`src/deq_pkg.sv`:
```
// shared constants, codes and types of the double-ended queue
package deq_pkg;

  // storage and field widths
  localparam int unsigned CAPACITY = 64;
  localparam int unsigned CNT_W    = $clog2(CAPACITY + 1);
  localparam int unsigned DATA_W   = 32;
  localparam int unsigned MODE_W   = 3;
  localparam int unsigned STATUS_W = 2;
  localparam int unsigned OCC_W    = 7;

  // operation codes of an input item
  localparam logic [MODE_W-1:0] MODE_PUSH_FRONT = 3'd0;
  localparam logic [MODE_W-1:0] MODE_PUSH_BACK  = 3'd1;
  localparam logic [MODE_W-1:0] MODE_POP_FRONT  = 3'd2;
  localparam logic [MODE_W-1:0] MODE_POP_BACK   = 3'd3;
  localparam logic [MODE_W-1:0] MODE_LIST       = 3'd4;

  // status codes of a result
  localparam logic [STATUS_W-1:0] STATUS_DONE  = 2'd0;
  localparam logic [STATUS_W-1:0] STATUS_EMPTY = 2'd1;
  localparam logic [STATUS_W-1:0] STATUS_FULL  = 2'd2;

  // command broadcast to every cell
  typedef enum logic [2:0] {
    OP_HOLD,
    OP_PUSH_FRONT,
    OP_PUSH_BACK,
    OP_POP_FRONT,
    OP_POP_BACK,
    OP_ROTATE
  } cell_op_e;

  // value carries the pushed word, or the front word during a rotate
  typedef struct packed {
    cell_op_e                   op;
    logic signed [DATA_W-1:0]   value;
  } cell_ctl_t;

  // controller states
  typedef enum logic [1:0] {
    ST_IDLE = 2'b01,
    ST_LIST = 2'b10
  } state_e;

endpackage

```
`src/deq_cell.sv`:
```
// one storage cell of the queue chain, element i counted from the front
module deq_cell (
  input  logic                              clk_i,
  input  logic                              rst_ni,
  input  deq_pkg::cell_ctl_t                ctl_i,
  input  logic signed [deq_pkg::DATA_W-1:0] left_data_i,
  input  logic                              left_occ_i,
  input  logic signed [deq_pkg::DATA_W-1:0] right_data_i,
  input  logic                              right_occ_i,
  output logic signed [deq_pkg::DATA_W-1:0] data_o,
  output logic                              occ_o,
  output logic signed [deq_pkg::DATA_W-1:0] tap_o
);
  import deq_pkg::*;

  logic signed [DATA_W-1:0] data_q, data_d;
  logic                     occ_q, occ_d;
  logic                     is_back;

  // this cell holds the back element
  assign is_back = occ_q && !right_occ_i;

  // next state from the broadcast command and the neighbors
  always_comb begin
    data_d = data_q;
    occ_d  = occ_q;
    unique case (ctl_i.op)
      OP_PUSH_FRONT: begin
        data_d = left_data_i;
        occ_d  = left_occ_i;
      end
      OP_POP_FRONT: begin
        data_d = right_data_i;
        occ_d  = right_occ_i;
      end
      OP_PUSH_BACK: begin
        if (!occ_q && left_occ_i) begin
          data_d = ctl_i.value;
          occ_d  = 1'b1;
        end
      end
      OP_POP_BACK: begin
        if (is_back) begin
          occ_d = 1'b0;
        end
      end
      OP_ROTATE: begin
        if (right_occ_i) begin
          data_d = right_data_i;
        end else if (occ_q) begin
          data_d = ctl_i.value;
        end
      end
      default: begin
        data_d = data_q;
        occ_d  = occ_q;
      end
    endcase
  end

  // occupied flag
  always_ff @(posedge clk_i or negedge rst_ni) begin
    if (!rst_ni) begin
      occ_q <= 1'b0;
    end else begin
      occ_q <= occ_d;
    end
  end

  // stored word
  always_ff @(posedge clk_i) begin
    data_q <= data_d;
  end

  assign data_o = data_q;
  assign occ_o  = occ_q;
  assign tap_o  = is_back ? data_q : '0;

endmodule

```
`config.mk`:
```
export PLATFORM = sky130hd
export DESIGN_NAME = deq_cell
export DESIGN_NICKNAME = d
export VERILOG_FILES = /design/src/deq_pkg.sv /design/src/deq_cell.sv
export SDC_FILE = /design/constraint.sdc
export NUM_CORES = 1
export LEC_CHECK = 0
export ABC_CLOCK_PERIOD_IN_PS = 1750
export BUFFER_PORTS_ARGS = -buffer_cell sky130_fd_sc_hd__buf_2
export CAP_MARGIN = 20
export CORE_UTILIZATION = 35
export CTS_CLUSTER_DIAMETER = 200
export CTS_CLUSTER_SIZE = 8
export DETAILED_ROUTE_END_ITERATION = 12
export GPL_ROUTABILITY_DRIVEN = 0
export PLACE_DENSITY_LB_ADDON = 0.15
export SYNTH_ARGS = -nofsm -noshare
export SYNTH_HDL_FRONTEND = slang
export SYNTH_SLANG_ARGS = --single-unit
```
`constraint.sdc`:
```
create_clock -name clk_i -period 1.75 [get_ports clk_i]
set_clock_uncertainty 0.15 [all_clocks]
set_input_delay 0.35 -clock clk_i [delete_from_list [all_inputs] [get_ports clk_i]]
set_output_delay 0.35 -clock clk_i [all_outputs]
set_load 0.01 [all_outputs]
```
-- Yosys cells after proc, flatten, opt, wreduce, memory -nomap -nowiden
Cells that the tools add are included.
- flip-flop bits (word level): 33
- output and inout bits: 65
- word-level logic and storage cells: 26
- bits of input ports: 103
- equal/unequal tests: 8
- reduce and logical (&&, ||, !) cells: 8
- muxes and demuxes: 8
- operators with widths (operator ; number):
    32-bit two-way mux ; 4
    32-bit case mux with 4 select lines ; 1
    4-bit nonzero test ; 2
    3-bit by 2-bit == test with 1-bit output (second input constant) ; 2
    3-bit == test (second input constant) ; 2
    3-bit AND reduction ; 2
    2-bit != test (second input constant) ; 2
    1-bit case mux with 4 select lines ; 1
    3-bit by 1-bit == test with 1-bit output (second input constant) ; 1
    3-bit != test (second input constant) ; 1
    1-bit logical AND ; 2
    1-bit zero test ; 2
    1-bit two-way mux ; 2

-- Logic depth before layout (Yosys ltp)
Gate-level depths: netlist of the first run.
- word-level depth: 4
- depth in mapped cells: 6
- mapped depth without buffers: 3

-- Worst setup path after synthesis of the first run
Ideal clock, no wire load.
- path kind: input to register
- start point: input port right_occ_i
- end point: register data_q[0] (netlist: data_o[0]) (enable)
- cell stages on the path: 5
- required time: 1.206 ns
- data arrival time: 1.738 ns
- path buffers: 2
- path slack: -0.531 ns
- setup time: 0.394 ns
- cell sequence: buf_4 buf_4 nor2_1 o21ai_0 a32o_1
- cells in the longest elaborated chain, start to end: 2
- ends and longest elaborated chain (item ; line ; RTL):
    start: declaration ; deq_cell.sv:9 ; input logic right_occ_i,
    3-bit != test (no line) ; - ;
    3-bit AND reduction (no line) ; - ;
    end signal: assignment ; deq_cell.sv:72 ; data_q <= data_d;
    end: declaration ; deq_cell.sv:16 ; logic signed [DATA_W-1:0] data_q, data_d;
Every way passes these cells.
A chain may end at the register's enable or synchronous reset.

-- Worst setup path in the final report of the first run
- start point: register occ_q (netlist: occ_o)
- end point: output port tap_o[29] in the netlist's numbering
- cells in the longest elaborated chain, start to end: 2
- ends and longest elaborated chain (item ; line ; RTL):
    start: declaration ; deq_cell.sv:17 ; logic occ_q, occ_d;
    start signal: assignment ; deq_cell.sv:64 ; occ_q <= 1'b0;
    start signal: assignment ; deq_cell.sv:66 ; occ_q <= occ_d;
    1-bit logical AND ; deq_cell.sv:21 ; assign is_back = occ_q && !right_occ_i;
    32-bit two-way mux ; deq_cell.sv:77 ; assign tap_o = is_back ? data_q : '0;
    end: declaration ; deq_cell.sv:12 ; output logic signed [deq_pkg::DATA_W-1:0] tap_o
Every way passes these cells.

==> results of run 1 <==
sequential cells by signal, indices dropped and copies added (netlist names):
register  count
data_o       32
occ_o         1
through the flow:
step	instances	instance area, um^2	worst slack [ns]
CTS	504	4060	-0.122
finish	505	4160	-0.0881
global placement	487	3780	0.0884
detailed placement	487	3780	0.0513
floorplan	231	2800	0.00952
global route	505	4160	-0.144
final cells by class:
type                    instances  area (um^2)  area share
repair buffers                189         1270       0.304
multi-input cells             172         1670       0.402
inverters                       1         3.75    0.000901
flip-flops and latches         33          986       0.237
well taps                     102          128      0.0306
clock buffers                   6         72.6      0.0174
clock inverters                 2         33.8     0.00811
power by group through the flow:
stage / Combinational, uW / Sequential (uW) / Clock (uW)
global route: 1070 / 1010 / 757
global placement: 833 / 1020 / 0
finish: 988 / 1000 / 701
CTS: 949 / 1000 / 726
floorplan: 462 / 1050 / 0
detailed placement: 845 / 1020 / 0
worst max-delay path: cells and delay by family, from the launching register on:
family        cells  cell delay (ns)
buf+inv           4             0.48
simple gates      2             0.19
flops             1             0.39
cell families after synthesis:
kind of cell	after synthesis
AOI/OAI and AO/OA	37
buffers and inverters	26
DFF	33
muxes	65
and+or+nand+nor	70
worst paths after layout:
check                      slack [ns]                    to         startpoint  cells after the start
max                             -0.09             tap_o[29]  occ_o$_DFFE_PN0P_                      6
min                              0.22     occ_o$_DFFE_PN0P_             rst_ni                      2
max reg2reg                      0.16  data_o[12]$_DFFE_PP_  occ_o$_DFFE_PN0P_                      5
min reg2reg                      0.64     occ_o$_DFFE_PN0P_  occ_o$_DFFE_PN0P_                      4
max in group asynchronous        1.14     occ_o$_DFFE_PN0P_             rst_ni                      2
min in group clk_i               0.22     occ_o$_DFFE_PN0P_          ctl_i[34]                      2
synth_stat cells (all sizes together):
| cell | number |
|---|---|
| a221oi | 33 |
| buf | 20 |
| nor2b | 2 |
| mux2i | 65 |
| o21ai | 1 |
| a21o | 1 |
| a32o | 1 |
| inv | 1 |
| and2 | 32 |
| a21oi | 1 |
| edfxtp | 32 |
| and3b | 1 |
| nor3 | 32 |
| dfrtp | 1 |
| nor2 | 2 |
| clkbuf | 5 |
| or3b | 1 |
cells in the final DEF (no fill, tap or decap), types with 5 or more instances in the layout:
cell	n
nor3_1	25
edfxtp_1	32
buf_2	149
buf_6	23
buf_4	5
nor3_2	7
and2_4	18
mux2i_1	65
clkbuf_8	5
and2_1	14
buf_12	10
a221oi_2	32
what timing repair did:
action / CTS / global route
hold buffers: 1 / 0
endpoints found under the hold margin: 1 / 0
gates resized for setup: 24 / 27
endpoints found under the setup margin: 32 / 32
setup buffers: 5 / 2
gates cloned: 3 / 1
pin swaps: 16 / 3
layer usage:
layer	global-route usage	up-vias	routed length [um]
met5	0	-	0
met4	0.0437	0	48
met3	0.0477	4	558
met2	0.315	92	3910
met1	0.229	1179	3180
li1	-	1263	-
==> results.sh, run 1 <==
export IMPL_maxSlewViolCount=0
export IMPL_drc=0
export IMPL_synth_compound_area_frac=0.186
export IMPL_worstPathMaxFanout=5
export IMPL_htree_levels=2
export IMPL_drt_iter0_drc=74
export IMPL_crit_slowest_cell="dfrtp_1"
export IMPL_synthesis_nets=334
export IMPL_grt_overflow_total=0
export IMPL_arrival_ns=1.34
export IMPL_fp_dieW_um=91.1
export IMPL_violations="negative setup slack"
export IMPL_min_period_ns=1.84
export IMPL_die_h_um=91.1
export IMPL_nets=505
export IMPL_switching_share=0.290
export IMPL_tns_ns=-2.28
export IMPL_diodes=0
export IMPL_grt_pass1_vias=2341
export IMPL_setup_viol=32
export IMPL_dieArea_um2=8310
export IMPL_num_vias=2538
export IMPL_ys_seq_area_frac=0.354
export IMPL_worst_ep_required_time_ns=1.25
export IMPL_cp_cell_sequence="inv_2, nor2_4, buf_12, buf_4, and2_1, buf_2"
export IMPL_io_buffers=167
export IMPL_synthAdderAreaFrac=0
export IMPL_cts_reportedPaths_clkPinSlew_ns=0.07
export IMPL_worstMarginPinSlew_ns=0.244
export IMPL_clock_latency_ns=0.27
export IMPL_grtUsageTotal=0.183
export IMPL_pwr_share_clk=0.261
export IMPL_final_util=0.542
export IMPL_ir_worst_vdd_v=0.000497
export IMPL_start_util=0.362
export IMPL_p_seq_frac=0.372
export IMPL_fin_crit_sh=1.05
export IMPL_hold_class="primary input to async pin"
export IMPL_synth_top_area_share=0.345
export IMPL_drt_total_wl_um=7700
export IMPL_tritoncts="done"
export IMPL_grt_max_degree=38
export IMPL_syn_cell_area_um2=2780
export IMPL_core_area_um2=7690
export IMPL_rsz0062_at_grt="true"
export IMPL_criticalPathCategory="flop to output port"
export IMPL_cts_buffers=5
export IMPL_detailed_place_hpwl_um=5320
export IMPL_ios=168
export IMPL_routedWlPerCell_um=15.2
export IMPL_startpoint_type="flop"
export IMPL_synth_simple_area_share=0.156
export IMPL_viasPerCell=5.03
export IMPL_status="finished with violations"
export IMPL_final_hold_viol_count=0
export IMPL_grt_antenna_before_repair=0
export IMPL_yosys_warnings=0
export IMPL_num_fill_cells=716
export IMPL_synth_xor_area_frac=0
export IMPL_synth_ff_latch_count=33
export IMPL_power_total_uw=2690
export IMPL_slowest_delay_ns=0.39
export IMPL_drive_above_1_share=0.638
export IMPL_end_kind="output port"
export IMPL_synth_top_area_cell="edfxtp_1"
export IMPL_whs_ns=0.221
export IMPL_cts_root_buf="clkbuf_8"
export IMPL_clock_sinks=33
export IMPL_slew_headroom=0.835
export IMPL_ys_types=22
export IMPL_synthesis_instances=231
export IMPL_cts_buffer_depth=2
export IMPL_cellLeakagePower_uw=0.00197
export IMPL_rows=32
export IMPL_synth_top_family_by_area="multiplexers"
export IMPL_yosys_top_cells_area="edfxtp_1, mux2i_1, a221oi_2, and2_1, nor3_1"
export IMPL_max_cap_viol_count=0
export IMPL_p_per_area_nw_per_um2=646
export IMPL_max_freq_ghz=0.544
export IMPL_synth_mux_area_frac=0.234
export IMPL_grt_pass1_wl_um=11900
export IMPL_p_comb_frac=0.367
export IMPL_avgSynthCellArea_um2=12.0
export IMPL_layout_setup_ws_ns=-0.0881
export IMPL_area_growth_pct=49.7
export IMPL_dr_pass1_iters=4
export IMPL_p_switching_uw=780
export IMPL_p_int_uw=1910
export IMPL_postRouteAntennaNets=0
Power figures use the tool's default switching activity.
==> inputs of run 2 (changes only) <==
SETUP_SLACK_MARGIN = 0.3   (was default)
==> run 2 against run 1 <==
The flow still finishes with violations (negative setup slack). Critical endpoint is now tap_o[0]. Sequential share of layout area down 0.67 points. Clock-buffer cell count unchanged. Critical path type unchanged. Via count up 3.1%. Register-to-register slack worse by 0.11 ns.
==> results.sh, run 2 (synthesis results as in run 1) <==
export IMPL_pwr_share_clk=0.211
export IMPL_ir_worst_vdd_v=0.000292
export IMPL_startpoint_type="flop"
export IMPL_grt_max_degree=47
export IMPL_min_period_ns=1.79
export IMPL_slowest_delay_ns=0.37
export IMPL_clock_latency_ns=0.28
export IMPL_criticalPathCategory="flop to output port"
export IMPL_arrival_ns=1.29
export IMPL_worstReg2RegStart="occ_o$_DFFE_PN0P_"
export IMPL_final_cell_mix="buf_2, mux2i_1, a221oi_2, edfxtp_1, buf_6"
export IMPL_crit_slowest_cell="dfrtp_1"
export IMPL_grt_pass1_vias=2442
export IMPL_p_switching_uw=808
export IMPL_drt_total_wl_um=8440
export IMPL_grt_overflow_total=0
export IMPL_p_seq_frac=0.392
export IMPL_critPathTopFamily="flip-flops"
export IMPL_fp_dieW_um=91.1
export IMPL_p_comb_frac=0.396
export IMPL_grt_antenna_before_repair=0
export IMPL_rsz0062_at_grt="true"
export IMPL_p_int_uw=1750
export IMPL_layout_setup_ws_ns=-0.0397
export IMPL_setup_viol=32
export IMPL_drive_above_1_share=0.669
export IMPL_drc=0
export IMPL_max_cap_viol_count=0
export IMPL_status="finished with violations"
export IMPL_num_fill_cells=708
export IMPL_fin_crit_sh=1.02
export IMPL_slew_headroom=0.779
export IMPL_cts_reportedPaths_clkPinSlew_ns=0.07
export IMPL_core_area_um2=7690
export IMPL_clock_sinks=33
export IMPL_cts_root_buf="clkbuf_8"
export IMPL_ff2ff_setup_slack_ns=0.05
export IMPL_switching_share=0.316
export IMPL_cts_buffer_depth=2
export IMPL_tns_ns=-0.898
export IMPL_nets=511
export IMPL_maxSlewViolCount=0
export IMPL_area_growth_pct=54.1
export IMPL_ff2ff_path_depth=6
export IMPL_drt_iter0_drc=138
export IMPL_worst_ep_required_time_ns=1.25
export IMPL_final_common_cell="buf_2"
export IMPL_final_util=0.557
export IMPL_routedWlPerCell_um=16.5
export IMPL_viasPerCell=5.13
export IMPL_end_kind="output port"
export IMPL_hold_class="primary input to async pin"
export IMPL_detailed_place_hpwl_um=5660
export IMPL_htree_levels=2
export IMPL_postRouteAntennaNets=0
export IMPL_worst_path_buf_inv=3
export IMPL_dieArea_um2=8310
export IMPL_worstReg2RegEnd="data_o[29]$_DFFE_PP_"
export IMPL_violations="negative setup slack"
export IMPL_startpoint="occ_o$_DFFE_PN0P_"
export IMPL_rows=32
export IMPL_num_vias=2617
export IMPL_io_buffers=167
export IMPL_worstPathMaxFanout=18
export IMPL_max_freq_ghz=0.559
export IMPL_cellLeakagePower_uw=0.00199
export IMPL_largest_register_ffs=32
export IMPL_final_hold_viol_count=0
export IMPL_start_util=0.362
export IMPL_cp_cell_sequence="inv_2, nor2_4, buf_8, and2_1, buf_2"
export IMPL_p_per_area_nw_per_um2=597
export IMPL_ios=168
export IMPL_tritoncts="done"
export IMPL_grtUsageTotal=0.188
export IMPL_diodes=0
export IMPL_die_h_um=91.1
export IMPL_cts_buffers=5
export IMPL_dr_pass1_iters=4
export IMPL_grt_pass1_wl_um=12200
export IMPL_worstMarginPinSlew_ns=0.332
## run 2: metrics by stage
stage          power, uW  hold WS [ns]  setup WS, ns  instance area (um^2)  instances
5_1_grt             2690         0.231        -0.145                  4290        510
4_1_cts             2490         0.204       -0.0473                  4070        504
3_5_place_dp        1880       -0.0219        0.0118                  3870        489
2_1_floorplan       1550       -0.0956         0.125                  2970        231
6_report            2560         0.224       -0.0397                  4290        510
3_3_place_gp        1870       -0.0231        0.0177                  3870        489
## run 2: power groups by stage
stage | Combinational, uW | Sequential [uW] | Clock, uW
2_1_floorplan | 501 | 1050 | 0
3_5_place_dp | 861 | 1020 | 0
5_1_grt | 1090 | 1010 | 586
6_report | 1010 | 1000 | 541
4_1_cts | 931 | 1000 | 559
3_3_place_gp | 849 | 1020 | 0
## run 2: how the worst max path moves through the flow
stage | to | cells past startpoint
6_report | tap_o[0] | 5
5_1_grt | tap_o[22] | 5
4_1_cts | tap_o[21] | 5
3_5_place_dp | data_o[10]$_DFFE_PP_ | 5
3_3_place_gp | data_o[21]$_DFFE_PP_ | 3
2_1_floorplan | data_o[0]$_DFFE_PP_ | 5
## run 2: final cells by class
class | instances | area [um^2] | share of cell area
multi-input cells | 175 | 1860 | 0.434
flip-flops and latches | 33 | 986 | 0.230
clock inverters | 1 | 3.75 | 0.000876
inverters | 1 | 3.75 | 0.000876
clock buffers | 6 | 72.6 | 0.0169
repair buffers | 192 | 1230 | 0.288
well taps | 102 | 128 | 0.0298
## run 2: per-layer routing
| metal | wire (um) | GRT usage | part of all wire | vias up |
|---|---|---|---|---|
| met2 | 4480 | 0.343 | 0.53 | 94 |
| met3 | 490 | 0.0360 | 0.058 | 2 |
| met1 | 3440 | 0.227 | 0.41 | 1237 |
| met5 | 0 | 0 | 0 | - |
| li1 | - | - | - | 1284 |
| met4 | 37 | 0.0423 | 0.0044 | 0 |
## run 2: repair_timing
| item | CTS | global route |
|---|---|---|
| gates cloned | 4 | 2 |
| pin swaps | 6 | 14 |
| setup buffers | 3 | 4 |
| hold endpoints to repair | 1 | 0 |
| hold buffers | 1 | 0 |
| endpoints found under the setup margin | 64 | 89 |
| gates resized for setup | 14 | 31 |
